<file path="config.mk">
export PLATFORM = sky130hd
export DESIGN_NAME = ring_pattern_generator
export DESIGN_NICKNAME = d
export VERILOG_FILES = /design/src/hdl/rpg_pkg.sv /design/src/hdl/rpg_ctrl.sv /design/src/hdl/rpg_datapath.sv /design/src/hdl/ring_pattern_generator.sv
export SDC_FILE = /design/constraint.sdc
export NUM_CORES = 2
export LEC_CHECK = 0
export CAP_MARGIN = 10
export CORE_MARGIN = 2
export CORE_UTILIZATION = 45
export DETAILED_ROUTE_END_ITERATION = 8
export DONT_BUFFER_PORTS = 1
export PLACE_DENSITY = 0.64
export SYNTH_ARGS = -nofsm -noshare
export SYNTH_HDL_FRONTEND = slang
export SYNTH_SLANG_ARGS = --single-unit
</file>
<file path="constraint.sdc">
create_clock -name clock -period 11 [get_ports clock]
set_clock_uncertainty 0.1 [all_clocks]
set_input_delay 2.2 -clock clock [delete_from_list [all_inputs] [get_ports clock]]
set_output_delay 2.2 -clock clock [all_outputs]
set_load 0.02 [all_outputs]
</file>
<file path="src/hdl/rpg_pkg.sv">
// Ring pattern generator package: widths, register indexes, reset values,
// state encoding and the command/status structs shared by controller and datapath.
// No dependencies.
package rpg_pkg;

   // largest supported image side, as log2
   localparam int MaxDimLog2 = 10;
   localparam int DimW       = MaxDimLog2;
   localparam int LogW       = 4;

   // field widths
   localparam int RadiusW    = 12;
   localparam int CurRadiusW = 13;
   localparam int RingWidthW = 13;
   localparam int CountW     = 2 * DimW + 1;
   localparam int IndexW     = 2 * DimW;
   localparam int WeightW    = 32;

   // ring test arithmetic
   localparam int SqW    = 2 * DimW - 1;
   localparam int SumW   = SqW + 1;
   localparam int D4W    = SumW + 2;
   localparam int TwoRW  = CurRadiusW + 1;
   localparam int OuterW = 2 * (TwoRW + 1);
   localparam int InnerW = 2 * TwoRW;
   localparam int CmpW   = (D4W > OuterW) ? D4W : OuterW;

   // reciprocal divider
   localparam int RemW    = CountW + 1;
   localparam int DivCntW = $clog2(WeightW);

   // stream payloads
   localparam int ReqDataW  = 8;
   localparam int RspFieldW = IndexW + WeightW + RadiusW + CountW;
   localparam int RspDataW  = ((RspFieldW + 7) / 8) * 8;

   // register port
   localparam int CsrIndexW = 3;
   localparam int CsrDataW  = RingWidthW;

   localparam logic [CsrIndexW-1:0] CsrStartRadius = 3'd0;
   localparam logic [CsrIndexW-1:0] CsrRadiusStep  = 3'd1;
   localparam logic [CsrIndexW-1:0] CsrEndRadius   = 3'd2;
   localparam logic [CsrIndexW-1:0] CsrRingWidth   = 3'd3;
   localparam logic [CsrIndexW-1:0] CsrWidthLog2   = 3'd4;
   localparam logic [CsrIndexW-1:0] CsrHeightLog2  = 3'd5;

   localparam logic [RadiusW-1:0]    StartRadiusRst = 12'd5;
   localparam logic [RadiusW-1:0]    RadiusStepRst  = 12'd2;
   localparam logic [RadiusW-1:0]    EndRadiusRst   = 12'd5;
   localparam logic [RingWidthW-1:0] RingWidthRst   = 13'd13;
   localparam logic [LogW-1:0]       WidthLog2Rst   = 4'd10;
   localparam logic [LogW-1:0]       HeightLog2Rst  = 4'd10;

   typedef enum logic [3:0] {
      ST_IDLE   = 4'b0001,
      ST_SQUARE = 4'b0010,
      ST_EVAL   = 4'b0100,
      ST_DIV    = 4'b1000
   } rpg_state_type;

   typedef struct packed {
      logic capture;   // latch the request payload
      logic eval;      // apply the pixel step
      logic div_step;  // one reciprocal iteration
   } rpg_cmd_type;

   typedef struct packed {
      logic emit;         // current request yields a result
      logic pass_switch;  // current request ends the counting pass
      logic out_busy;     // output register holds an untaken result
      logic div_last;     // final reciprocal iteration
   } rpg_status_type;

endpackage

</file>
<file path="src/hdl/rpg_ctrl.sv">
// Ring pattern generator controller: request handshake and sequencing of
// square, evaluate and reciprocal phases.
// Depends on rpg_pkg.
module rpg_ctrl (
   input  logic                    clock,
   input  logic                    reset,
   input  logic                    req_tvalid,
   output logic                    req_tready,
   output rpg_pkg::rpg_cmd_type    cmd,
   input  rpg_pkg::rpg_status_type status
);

   rpg_pkg::rpg_state_type state_ff, state_in;

   assign req_tready = (state_ff == rpg_pkg::ST_IDLE);

   always_comb begin
      cmd.capture  = req_tvalid && req_tready;
      cmd.eval     = (state_ff == rpg_pkg::ST_EVAL) && !(status.emit && status.out_busy);
      cmd.div_step = (state_ff == rpg_pkg::ST_DIV);
   end

   always_comb begin
      state_in = state_ff;
      unique case (state_ff)
         rpg_pkg::ST_IDLE: begin
            if (cmd.capture) state_in = rpg_pkg::ST_SQUARE;
         end
         rpg_pkg::ST_SQUARE: begin
            state_in = rpg_pkg::ST_EVAL;
         end
         rpg_pkg::ST_EVAL: begin
            // an emitting request holds while the previous result still sits in the output register
            if (cmd.eval) state_in = status.pass_switch ? rpg_pkg::ST_DIV : rpg_pkg::ST_IDLE;
         end
         rpg_pkg::ST_DIV: begin
            if (status.div_last) state_in = rpg_pkg::ST_IDLE;
         end
         default: begin
            state_in = rpg_pkg::ST_IDLE;
         end
      endcase
   end

   always_ff @(posedge clock) begin
      if (reset) state_ff <= rpg_pkg::ST_IDLE;
      else       state_ff <= state_in;
   end

   a_accept_to_square: assert property (@(posedge clock) disable iff (reset)
      cmd.capture |=> state_ff == rpg_pkg::ST_SQUARE)
      else $error("accepted request did not enter square phase");

   a_no_overwrite: assert property (@(posedge clock) disable iff (reset)
      (state_ff == rpg_pkg::ST_EVAL && status.emit && status.out_busy) |-> !cmd.eval)
      else $error("evaluate issued while output register full");

   a_div_hold: assert property (@(posedge clock) disable iff (reset)
      (state_ff == rpg_pkg::ST_DIV && !status.div_last) |=> state_ff == rpg_pkg::ST_DIV)
      else $error("reciprocal left before last iteration");

   a_cmd_exclusive: assert property (@(posedge clock) disable iff (reset)
      $onehot0({cmd.capture, cmd.eval, cmd.div_step}))
      else $error("overlapping datapath commands");

endmodule

</file>
<file path="src/hdl/rpg_datapath.sv">
// Ring pattern generator datapath: registers, scan position, ring test,
// pixel count, iterative reciprocal and the output register.
// Depends on rpg_pkg; driven by rpg_ctrl commands.
module rpg_datapath (
   input  logic                             clock,
   input  logic                             reset,
   input  logic [rpg_pkg::ReqDataW-1:0]     req_tdata,
   input  logic                             csr_wr_en,
   input  logic [rpg_pkg::CsrIndexW-1:0]    csr_index,
   input  logic [rpg_pkg::CsrDataW-1:0]     csr_wdata,
   input  rpg_pkg::rpg_cmd_type             cmd,
   output rpg_pkg::rpg_status_type          status,
   output logic                             rsp_tvalid,
   input  logic                             rsp_tready,
   output logic [rpg_pkg::RspDataW-1:0]     rsp_tdata,
   output logic                             rsp_tlast
);

   // configuration
   logic [rpg_pkg::RadiusW-1:0]    start_ff, step_ff, end_ff;
   logic [rpg_pkg::RingWidthW-1:0] rwidth_ff;
   logic [rpg_pkg::LogW-1:0]       wl_ff, hl_ff;

   // image state
   logic [rpg_pkg::CurRadiusW-1:0] radius_ff, radius_in;
   logic [rpg_pkg::DimW-1:0]       col_ff, col_in, row_ff, row_in;
   logic                           pass_ff, pass_in;
   logic [rpg_pkg::CountW-1:0]     count_ff, count_in;
   logic [rpg_pkg::WeightW-1:0]    weight_ff, weight_in;

   // request payload and squares
   logic                           restart_ff;
   logic [rpg_pkg::SqW-1:0]        xsq_ff, ysq_ff;
   logic [rpg_pkg::OuterW-1:0]     outer_ff;
   logic [rpg_pkg::InnerW-1:0]     inner_ff;
   logic                           inner_en_ff;

   // reciprocal
   logic [rpg_pkg::RemW-1:0]       rem_ff, rem_in;
   logic [rpg_pkg::WeightW-1:0]    quo_ff, quo_in;
   logic [rpg_pkg::DivCntW-1:0]    dcnt_ff, dcnt_in;

   // output register
   logic                           rsp_valid_ff, rsp_valid_in;
   logic [rpg_pkg::RspDataW-1:0]   rsp_data_ff, rsp_data_in;
   logic                           rsp_last_ff, rsp_last_in;

   // geometry
   logic [rpg_pkg::LogW-1:0]   wl_sat, hl_sat;
   logic [rpg_pkg::DimW:0]     w_full, h_full;
   logic [rpg_pkg::DimW-1:0]   wmask, hmask, half_w, half_h, col_m, row_m, xi, yi;
   logic signed [rpg_pkg::DimW:0]     x, y;
   logic signed [2*rpg_pkg::DimW+1:0] xsq_full, ysq_full;
   logic [rpg_pkg::TwoRW-1:0]  two_r, inner_base;
   logic [rpg_pkg::TwoRW:0]    outer_base;
   logic [rpg_pkg::SumW-1:0]   dsum;
   logic [rpg_pkg::CmpW-1:0]   d4c, outer_c, inner_c;
   logic                       on, at_start, series_end, zero_dim, row_end, pass_end, active;
   logic [rpg_pkg::IndexW-1:0] pix_index;

   // divider step
   logic [rpg_pkg::RemW-1:0]    trial, count_ext;
   logic                        q_bit;
   logic [rpg_pkg::WeightW-1:0] quo_next;

   always_comb begin
      wl_sat = (wl_ff > rpg_pkg::LogW'(rpg_pkg::MaxDimLog2)) ?
               rpg_pkg::LogW'(rpg_pkg::MaxDimLog2) : wl_ff;
      hl_sat = (hl_ff > rpg_pkg::LogW'(rpg_pkg::MaxDimLog2)) ?
               rpg_pkg::LogW'(rpg_pkg::MaxDimLog2) : hl_ff;
      w_full = (rpg_pkg::DimW+1)'(1) << wl_sat;
      h_full = (rpg_pkg::DimW+1)'(1) << hl_sat;
      wmask  = rpg_pkg::DimW'(w_full - (rpg_pkg::DimW+1)'(1));
      hmask  = rpg_pkg::DimW'(h_full - (rpg_pkg::DimW+1)'(1));
      half_w = rpg_pkg::DimW'(w_full >> 1);
      half_h = rpg_pkg::DimW'(h_full >> 1);
      col_m  = col_ff & wmask;
      row_m  = row_ff & hmask;
      x = $signed({1'b0, col_m}) - $signed({1'b0, half_w});
      y = $signed({1'b0, row_m}) - $signed({1'b0, half_h});
      xsq_full = x * x;
      ysq_full = y * y;
      two_r      = {radius_ff, 1'b0};
      outer_base = (rpg_pkg::TwoRW+1)'(two_r) + (rpg_pkg::TwoRW+1)'(rwidth_ff);
      inner_base = two_r - rpg_pkg::TwoRW'(rwidth_ff);
   end

   // squares are registered every cycle; the scan state is steady from
   // request capture until evaluation
   always_ff @(posedge clock) begin
      xsq_ff      <= xsq_full[rpg_pkg::SqW-1:0];
      ysq_ff      <= ysq_full[rpg_pkg::SqW-1:0];
      outer_ff    <= outer_base * outer_base;
      inner_ff    <= inner_base * inner_base;
      inner_en_ff <= (two_r >= rpg_pkg::TwoRW'(rwidth_ff));
      if (cmd.capture) restart_ff <= req_tdata[0];
   end

   always_comb begin
      dsum    = rpg_pkg::SumW'(xsq_ff) + rpg_pkg::SumW'(ysq_ff);
      d4c     = rpg_pkg::CmpW'({dsum, 2'b00});
      outer_c = rpg_pkg::CmpW'(outer_ff);
      inner_c = rpg_pkg::CmpW'(inner_ff);
      on      = (d4c < outer_c) && (!inner_en_ff || (d4c > inner_c));

      at_start   = !pass_ff && (col_ff == '0) && (row_ff == '0);
      series_end = at_start && (radius_ff > rpg_pkg::CurRadiusW'(end_ff));
      zero_dim   = (wl_sat == '0) || (hl_sat == '0);
      row_end    = (col_m == wmask);
      pass_end   = row_end && (row_m == hmask);
      active     = !restart_ff && !series_end && !zero_dim;

      // quadrant swap: shift the center to the origin
      xi = (col_m + half_w) & wmask;
      yi = (row_m + half_h) & hmask;
      pix_index = rpg_pkg::IndexW'(xi) + (rpg_pkg::IndexW'(yi) << wl_sat);

      status.emit        = active && pass_ff;
      status.pass_switch = active && !pass_ff && pass_end;
      status.out_busy    = rsp_valid_ff && !rsp_tready;
      status.div_last    = (dcnt_ff == rpg_pkg::DivCntW'(rpg_pkg::WeightW - 1));
   end

   // restoring division of 2^(WeightW-1) by the count, one quotient bit per step
   always_comb begin
      count_ext = rpg_pkg::RemW'(count_ff);
      trial     = {rem_ff[rpg_pkg::RemW-2:0], (dcnt_ff == '0)};
      q_bit     = (trial >= count_ext);
      quo_next  = {quo_ff[rpg_pkg::WeightW-2:0], q_bit};
   end

   always_comb begin
      radius_in = radius_ff;
      col_in    = col_ff;
      row_in    = row_ff;
      pass_in   = pass_ff;
      count_in  = count_ff;
      weight_in = weight_ff;
      rem_in    = rem_ff;
      quo_in    = quo_ff;
      dcnt_in   = dcnt_ff;

      if (cmd.eval) begin
         rem_in  = '0;
         quo_in  = '0;
         dcnt_in = '0;
         if (restart_ff) begin
            radius_in = rpg_pkg::CurRadiusW'(start_ff);
            col_in    = '0;
            row_in    = '0;
            pass_in   = 1'b0;
            count_in  = '0;
            weight_in = '0;
         end else if (series_end) begin
            // series finished: nothing advances
         end else if (zero_dim || (pass_ff && pass_end)) begin
            radius_in = radius_ff + rpg_pkg::CurRadiusW'(step_ff);
            col_in    = '0;
            row_in    = '0;
            pass_in   = 1'b0;
            count_in  = '0;
            weight_in = '0;
         end else begin
            col_in = row_end ? '0 : col_m + rpg_pkg::DimW'(1);
            row_in = row_end ? (pass_end ? '0 : row_m + rpg_pkg::DimW'(1)) : row_m;
            if (!pass_ff) begin
               count_in = count_ff + rpg_pkg::CountW'(on);
               if (pass_end) pass_in = 1'b1;
            end
         end
      end

      if (cmd.div_step) begin
         rem_in  = q_bit ? trial - count_ext : trial;
         quo_in  = quo_next;
         dcnt_in = dcnt_ff + rpg_pkg::DivCntW'(1);
         if (status.div_last) weight_in = (count_ff == '0) ? '0 : quo_next;
      end

      if (csr_wr_en && (csr_index == rpg_pkg::CsrStartRadius)) begin
         radius_in = rpg_pkg::CurRadiusW'(csr_wdata[rpg_pkg::RadiusW-1:0]);
      end
   end

   always_comb begin
      rsp_data_in  = rsp_data_ff;
      rsp_last_in  = rsp_last_ff;
      rsp_valid_in = rsp_tready ? 1'b0 : rsp_valid_ff;
      if (cmd.eval && status.emit) begin
         rsp_valid_in = 1'b1;
         rsp_last_in  = pass_end;
         rsp_data_in  = rpg_pkg::RspDataW'({count_ff,
                                            radius_ff[rpg_pkg::RadiusW-1:0],
                                            (on ? weight_ff : rpg_pkg::WeightW'(0)),
                                            pix_index});
      end
   end

   always_ff @(posedge clock) begin
      if (reset) begin
         start_ff  <= rpg_pkg::StartRadiusRst;
         step_ff   <= rpg_pkg::RadiusStepRst;
         end_ff    <= rpg_pkg::EndRadiusRst;
         rwidth_ff <= rpg_pkg::RingWidthRst;
         wl_ff     <= rpg_pkg::WidthLog2Rst;
         hl_ff     <= rpg_pkg::HeightLog2Rst;
      end else if (csr_wr_en) begin
         case (csr_index)
            rpg_pkg::CsrStartRadius: start_ff  <= csr_wdata[rpg_pkg::RadiusW-1:0];
            rpg_pkg::CsrRadiusStep:  step_ff   <= csr_wdata[rpg_pkg::RadiusW-1:0];
            rpg_pkg::CsrEndRadius:   end_ff    <= csr_wdata[rpg_pkg::RadiusW-1:0];
            rpg_pkg::CsrRingWidth:   rwidth_ff <= csr_wdata;
            rpg_pkg::CsrWidthLog2:   wl_ff     <= csr_wdata[rpg_pkg::LogW-1:0];
            rpg_pkg::CsrHeightLog2:  hl_ff     <= csr_wdata[rpg_pkg::LogW-1:0];
            default: ;
         endcase
      end
   end

   always_ff @(posedge clock) begin
      if (reset) begin
         radius_ff    <= rpg_pkg::CurRadiusW'(rpg_pkg::StartRadiusRst);
         col_ff       <= '0;
         row_ff       <= '0;
         pass_ff      <= 1'b0;
         count_ff     <= '0;
         weight_ff    <= '0;
         dcnt_ff      <= '0;
         rsp_valid_ff <= 1'b0;
      end else begin
         radius_ff    <= radius_in;
         col_ff       <= col_in;
         row_ff       <= row_in;
         pass_ff      <= pass_in;
         count_ff     <= count_in;
         weight_ff    <= weight_in;
         dcnt_ff      <= dcnt_in;
         rsp_valid_ff <= rsp_valid_in;
      end
   end

   always_ff @(posedge clock) begin
      rem_ff      <= rem_in;
      quo_ff      <= quo_in;
      rsp_data_ff <= rsp_data_in;
      rsp_last_ff <= rsp_last_in;
   end

   assign rsp_tvalid = rsp_valid_ff;
   assign rsp_tdata  = rsp_data_ff;
   assign rsp_tlast  = rsp_last_ff;

endmodule

</file>
<file path="src/hdl/ring_pattern_generator.sv">
// Ring pattern generator top level. A request runs through accept, square and evaluate,
// and the next one is accepted only back in idle; the request that ends a counting pass
// adds the bit-serial reciprocal of the pixel count. A result is valid the cycle after
// evaluation and waits in the output register while the next request runs.
// Synchronous active-high reset loads the register defaults and clears the scan.
// Depends on rpg_pkg, rpg_ctrl, rpg_datapath.
module ring_pattern_generator (
   input  logic                          clock,
   input  logic                          reset,
   input  logic                          req_tvalid,
   output logic                          req_tready,
   input  logic [rpg_pkg::ReqDataW-1:0]  req_tdata,   // [0] restart, rest zero
   output logic                          rsp_tvalid,
   input  logic                          rsp_tready,
   // [19:0] pixel_index, [51:20] weight, [63:52] ring_radius, [84:64] ones_count
   output logic [rpg_pkg::RspDataW-1:0]  rsp_tdata,
   output logic                          rsp_tlast,   // last_of_image
   input  logic                          csr_wr_en,
   input  logic [rpg_pkg::CsrIndexW-1:0] csr_index,
   input  logic [rpg_pkg::CsrDataW-1:0]  csr_wdata
);

   rpg_pkg::rpg_cmd_type    cmd;
   rpg_pkg::rpg_status_type status;

   rpg_ctrl u_ctrl (
      .clock      (clock),
      .reset      (reset),
      .req_tvalid (req_tvalid),
      .req_tready (req_tready),
      .cmd        (cmd),
      .status     (status)
   );

   rpg_datapath u_datapath (
      .clock      (clock),
      .reset      (reset),
      .req_tdata  (req_tdata),
      .csr_wr_en  (csr_wr_en),
      .csr_index  (csr_index),
      .csr_wdata  (csr_wdata),
      .cmd        (cmd),
      .status     (status),
      .rsp_tvalid (rsp_tvalid),
      .rsp_tready (rsp_tready),
      .rsp_tdata  (rsp_tdata),
      .rsp_tlast  (rsp_tlast)
   );

endmodule

</file>
==> results.sh <==
export IMPL_end_kind="flip-flop"
export IMPL_rsz0062_at_grt="no"
export IMPL_crit_type="reg2reg"
export IMPL_htree_num_levels=2
export IMPL_hold_buffers=0
export IMPL_yosys_warnings=0
export IMPL_dp_hpwl_um=73900
export IMPL_setup_viol=0
export IMPL_wire_per_inst_um=16.8
export IMPL_clockBufferDepth=3
export IMPL_area_growth_pct=6.88
export IMPL_cpMaxStageDelayCell="xnor2_1"
export IMPL_drc=0
export IMPL_initial_core_util_pct=45.3
export IMPL_worst_setup_path_start_kind="flip-flop"
export IMPL_run_status="completed"
export IMPL_pin_count=120
export IMPL_cts_tree="done"
export IMPL_synth_cell_types=93
export IMPL_ctsResizeCount=0
export IMPL_worstPathArrival_ns=9.76
export IMPL_synth_cells=4444
export IMPL_postSynth_asyncResetShare_pct=0
export IMPL_grt_use_total_pct=21.0
export IMPL_crit_fanout=36
export IMPL_clock_latency_ns=0.61
export IMPL_syn_area_sq_mm=0.0400
export IMPL_rows=109
export IMPL_die_x_um=302
export IMPL_slowest_delay_ns=0.71
export IMPL_yosys_area_share_simple_pct=15.1
export IMPL_synth_top_area_share_pct=21.9
export IMPL_nets=5294
export IMPL_port_buffers=0
export IMPL_cts_setup_buffers=0
export IMPL_critical_path_required_ns=11.39
export IMPL_layout_drive_gt1_share_pct=4.22
export IMPL_cts_sinks=385
export IMPL_dr_pass1_iters=6
export IMPL_synth_top_area_cell="fa_1"
export IMPL_slew_headroom_pct=32.6
export IMPL_antenna_found_initial=2
export IMPL_grt_pass1_wl_um=156000
export IMPL_grt_max_degree=115
export IMPL_globalplace_congestion=0.893
export IMPL_cts_buffers=44
export IMPL_synth_top_family_by_area="adder cells"
export IMPL_path_clk_slew_ns=0.07
export IMPL_hold_violations=0
export IMPL_drt_total_wl_um=94300
export IMPL_synth_edff_count=139
export IMPL_slew_violations=0
export IMPL_ys_ff_latch=385
export IMPL_layout_min_cycle_time_ns=9.37
export IMPL_grt_overflow=0
export IMPL_max_cap_violations=0
export IMPL_yosysMostFrequentCell="inv_1"
export IMPL_diodes=0
export IMPL_ys_seq_area_share_pct=22.8
export IMPL_period_share_pct=85.2
export IMPL_synthXorXnorAreaFrac_pct=5.28
export IMPL_synthTopCellsByArea="fa_1 22%, ha_1 14%, dfxtp_1 12%"
export IMPL_tns_ns=0
export IMPL_drtAntennaViolNets=0
export IMPL_synth_compound_area_share_pct=11.8
export IMPL_root_buffer="clkbuf_16"
export IMPL_tightestPinTransition_ns=1.01
export IMPL_vias=29757
export IMPL_ys_flop_type="dfxtp_1"
export IMPL_syn_avg_cell_area_sq_um=8.99
export IMPL_drtIter0Drc=1717
export IMPL_die_area_sq_mm=0.0912
export IMPL_synthTopCellsByCount="760 x inv_1, 437 x fa_1, 432 x ha_1, 427 x nor2_1, 343 x nand2_1"
export IMPL_core_sq_mm=0.0882
export IMPL_synthMuxAreaShare_pct=0.767
export IMPL_crit_path_frequent_cell="inv_1"
export IMPL_die_height_um=302
export IMPL_fmax_mhz=107
export IMPL_holdCritPathClass="reg2reg"
export IMPL_synthAdderAreaFrac_pct=35.4
export IMPL_grt_pass1_vias=29890
export IMPL_vias_per_cell=5.32
[cell usage in the layout (no fill, tap or decap), types with 55 or more instances in the layout]
cell type  count
edfxtp_1     139
dfxtp_1      246
nor3_1        95
nor2_1       427
o21ai_0      102
a21oi_1      245
xor2_1        57
ha_1         432
a21o_1        66
and2_1        81
xnor2_1      179
inv_1        759
nand2_1      343
nand3_1       55
fa_1         437
[metal layers]
metal | track usage (%) | routed length (um)
met5 | 0 | 0
met4 | 5.62 | 2520
met1 | 28.0 | 41600
met3 | 3.14 | 4840
met2 | 35.7 | 45300
[cell type report]
class | instances | area, sq um
fill | 8364 | 45500
multi-input combinational | 3142 | 27400
sequential | 385 | 9100
inverter | 773 | 2900
tap | 1165 | 1460
clock buffer | 61 | 1230
timing repair buffer | 50 | 375
clock inverter | 20 | 244
[metrics by stage]
stage | hold WS [ns] | std cells | cell area, sq um | worst slack [ns] | utilization, %
after floorplan | 0.306 | 4446 | 40000 | 2.64 | -
after global placement | 0.334 | 5515 | 41200 | 1.77 | 46.7
after detailed placement | 0.335 | 5515 | 41200 | 1.67 | 46.7
after CTS | 0.349 | 5596 | 42700 | 1.67 | 48.4
after global routing | 0.378 | 5596 | 42700 | 0.885 | 48.4
final | 0.349 | 5596 | 42700 | 1.63 | 48.4
[cells by family after synthesis]
| group | count (synthesis) |
|---|---|
| and+or+nand+nor | 1282 |
| buffers and inverters | 919 |
| adders and majority gates | 869 |
| AOI/OAI and AO/OA | 720 |
| DFF | 385 |
| xor gates and xnor gates | 238 |
| muxes | 30 |
| other | 1 |
[flip-flops by register name, indices dropped and copies added (netlist names), 13 cells and up]
name                  count
u_datapath.rwidth_ff     13
u_datapath.weight_ff     32
u_datapath.radius_ff     13
u_datapath.outer_c       29
u_datapath.ysq_ff        18
u_datapath.count_ff      21
u_datapath.xsq_ff        18
u_datapath.rsp_tdata     85
u_datapath.quo_ff        31
u_datapath.rem_ff        21
u_datapath.inner_ff      26
[critical path: cells and delay by family, from the launching register on]
family | cells | cell delay, ns
adders and majority gates | 8 | 3.50
buffers and inverters | 6 | 0.61
AOI/OAI and AO/OA | 9 | 1.95
xor gates and xnor gates | 4 | 1.41
and+or+nand+nor | 5 | 1.37
DFF | 1 | 0.30
[final timing paths]
| kind | from | endpoint | slack [ns] | cells after the start |
|---|---|---|---|---|
| worst max-delay path | u_datapath.wl_ff[3] | u_datapath.xsq_ff[18] | 1.63 | 32 |
| worst min-delay path | u_datapath.start_ff[2] | u_datapath.start_ff[2] | 0.35 | 2 |
| worst max register to register | u_datapath.wl_ff[3] | u_datapath.xsq_ff[18] | 1.63 | 32 |
| worst min register to register | u_datapath.start_ff[2] | u_datapath.start_ff[2] | 0.35 | 2 |
Power is left out: the tool's default activity adds up to more than one toggle a clock period on the data nets, which glitch-free logic cannot reach.
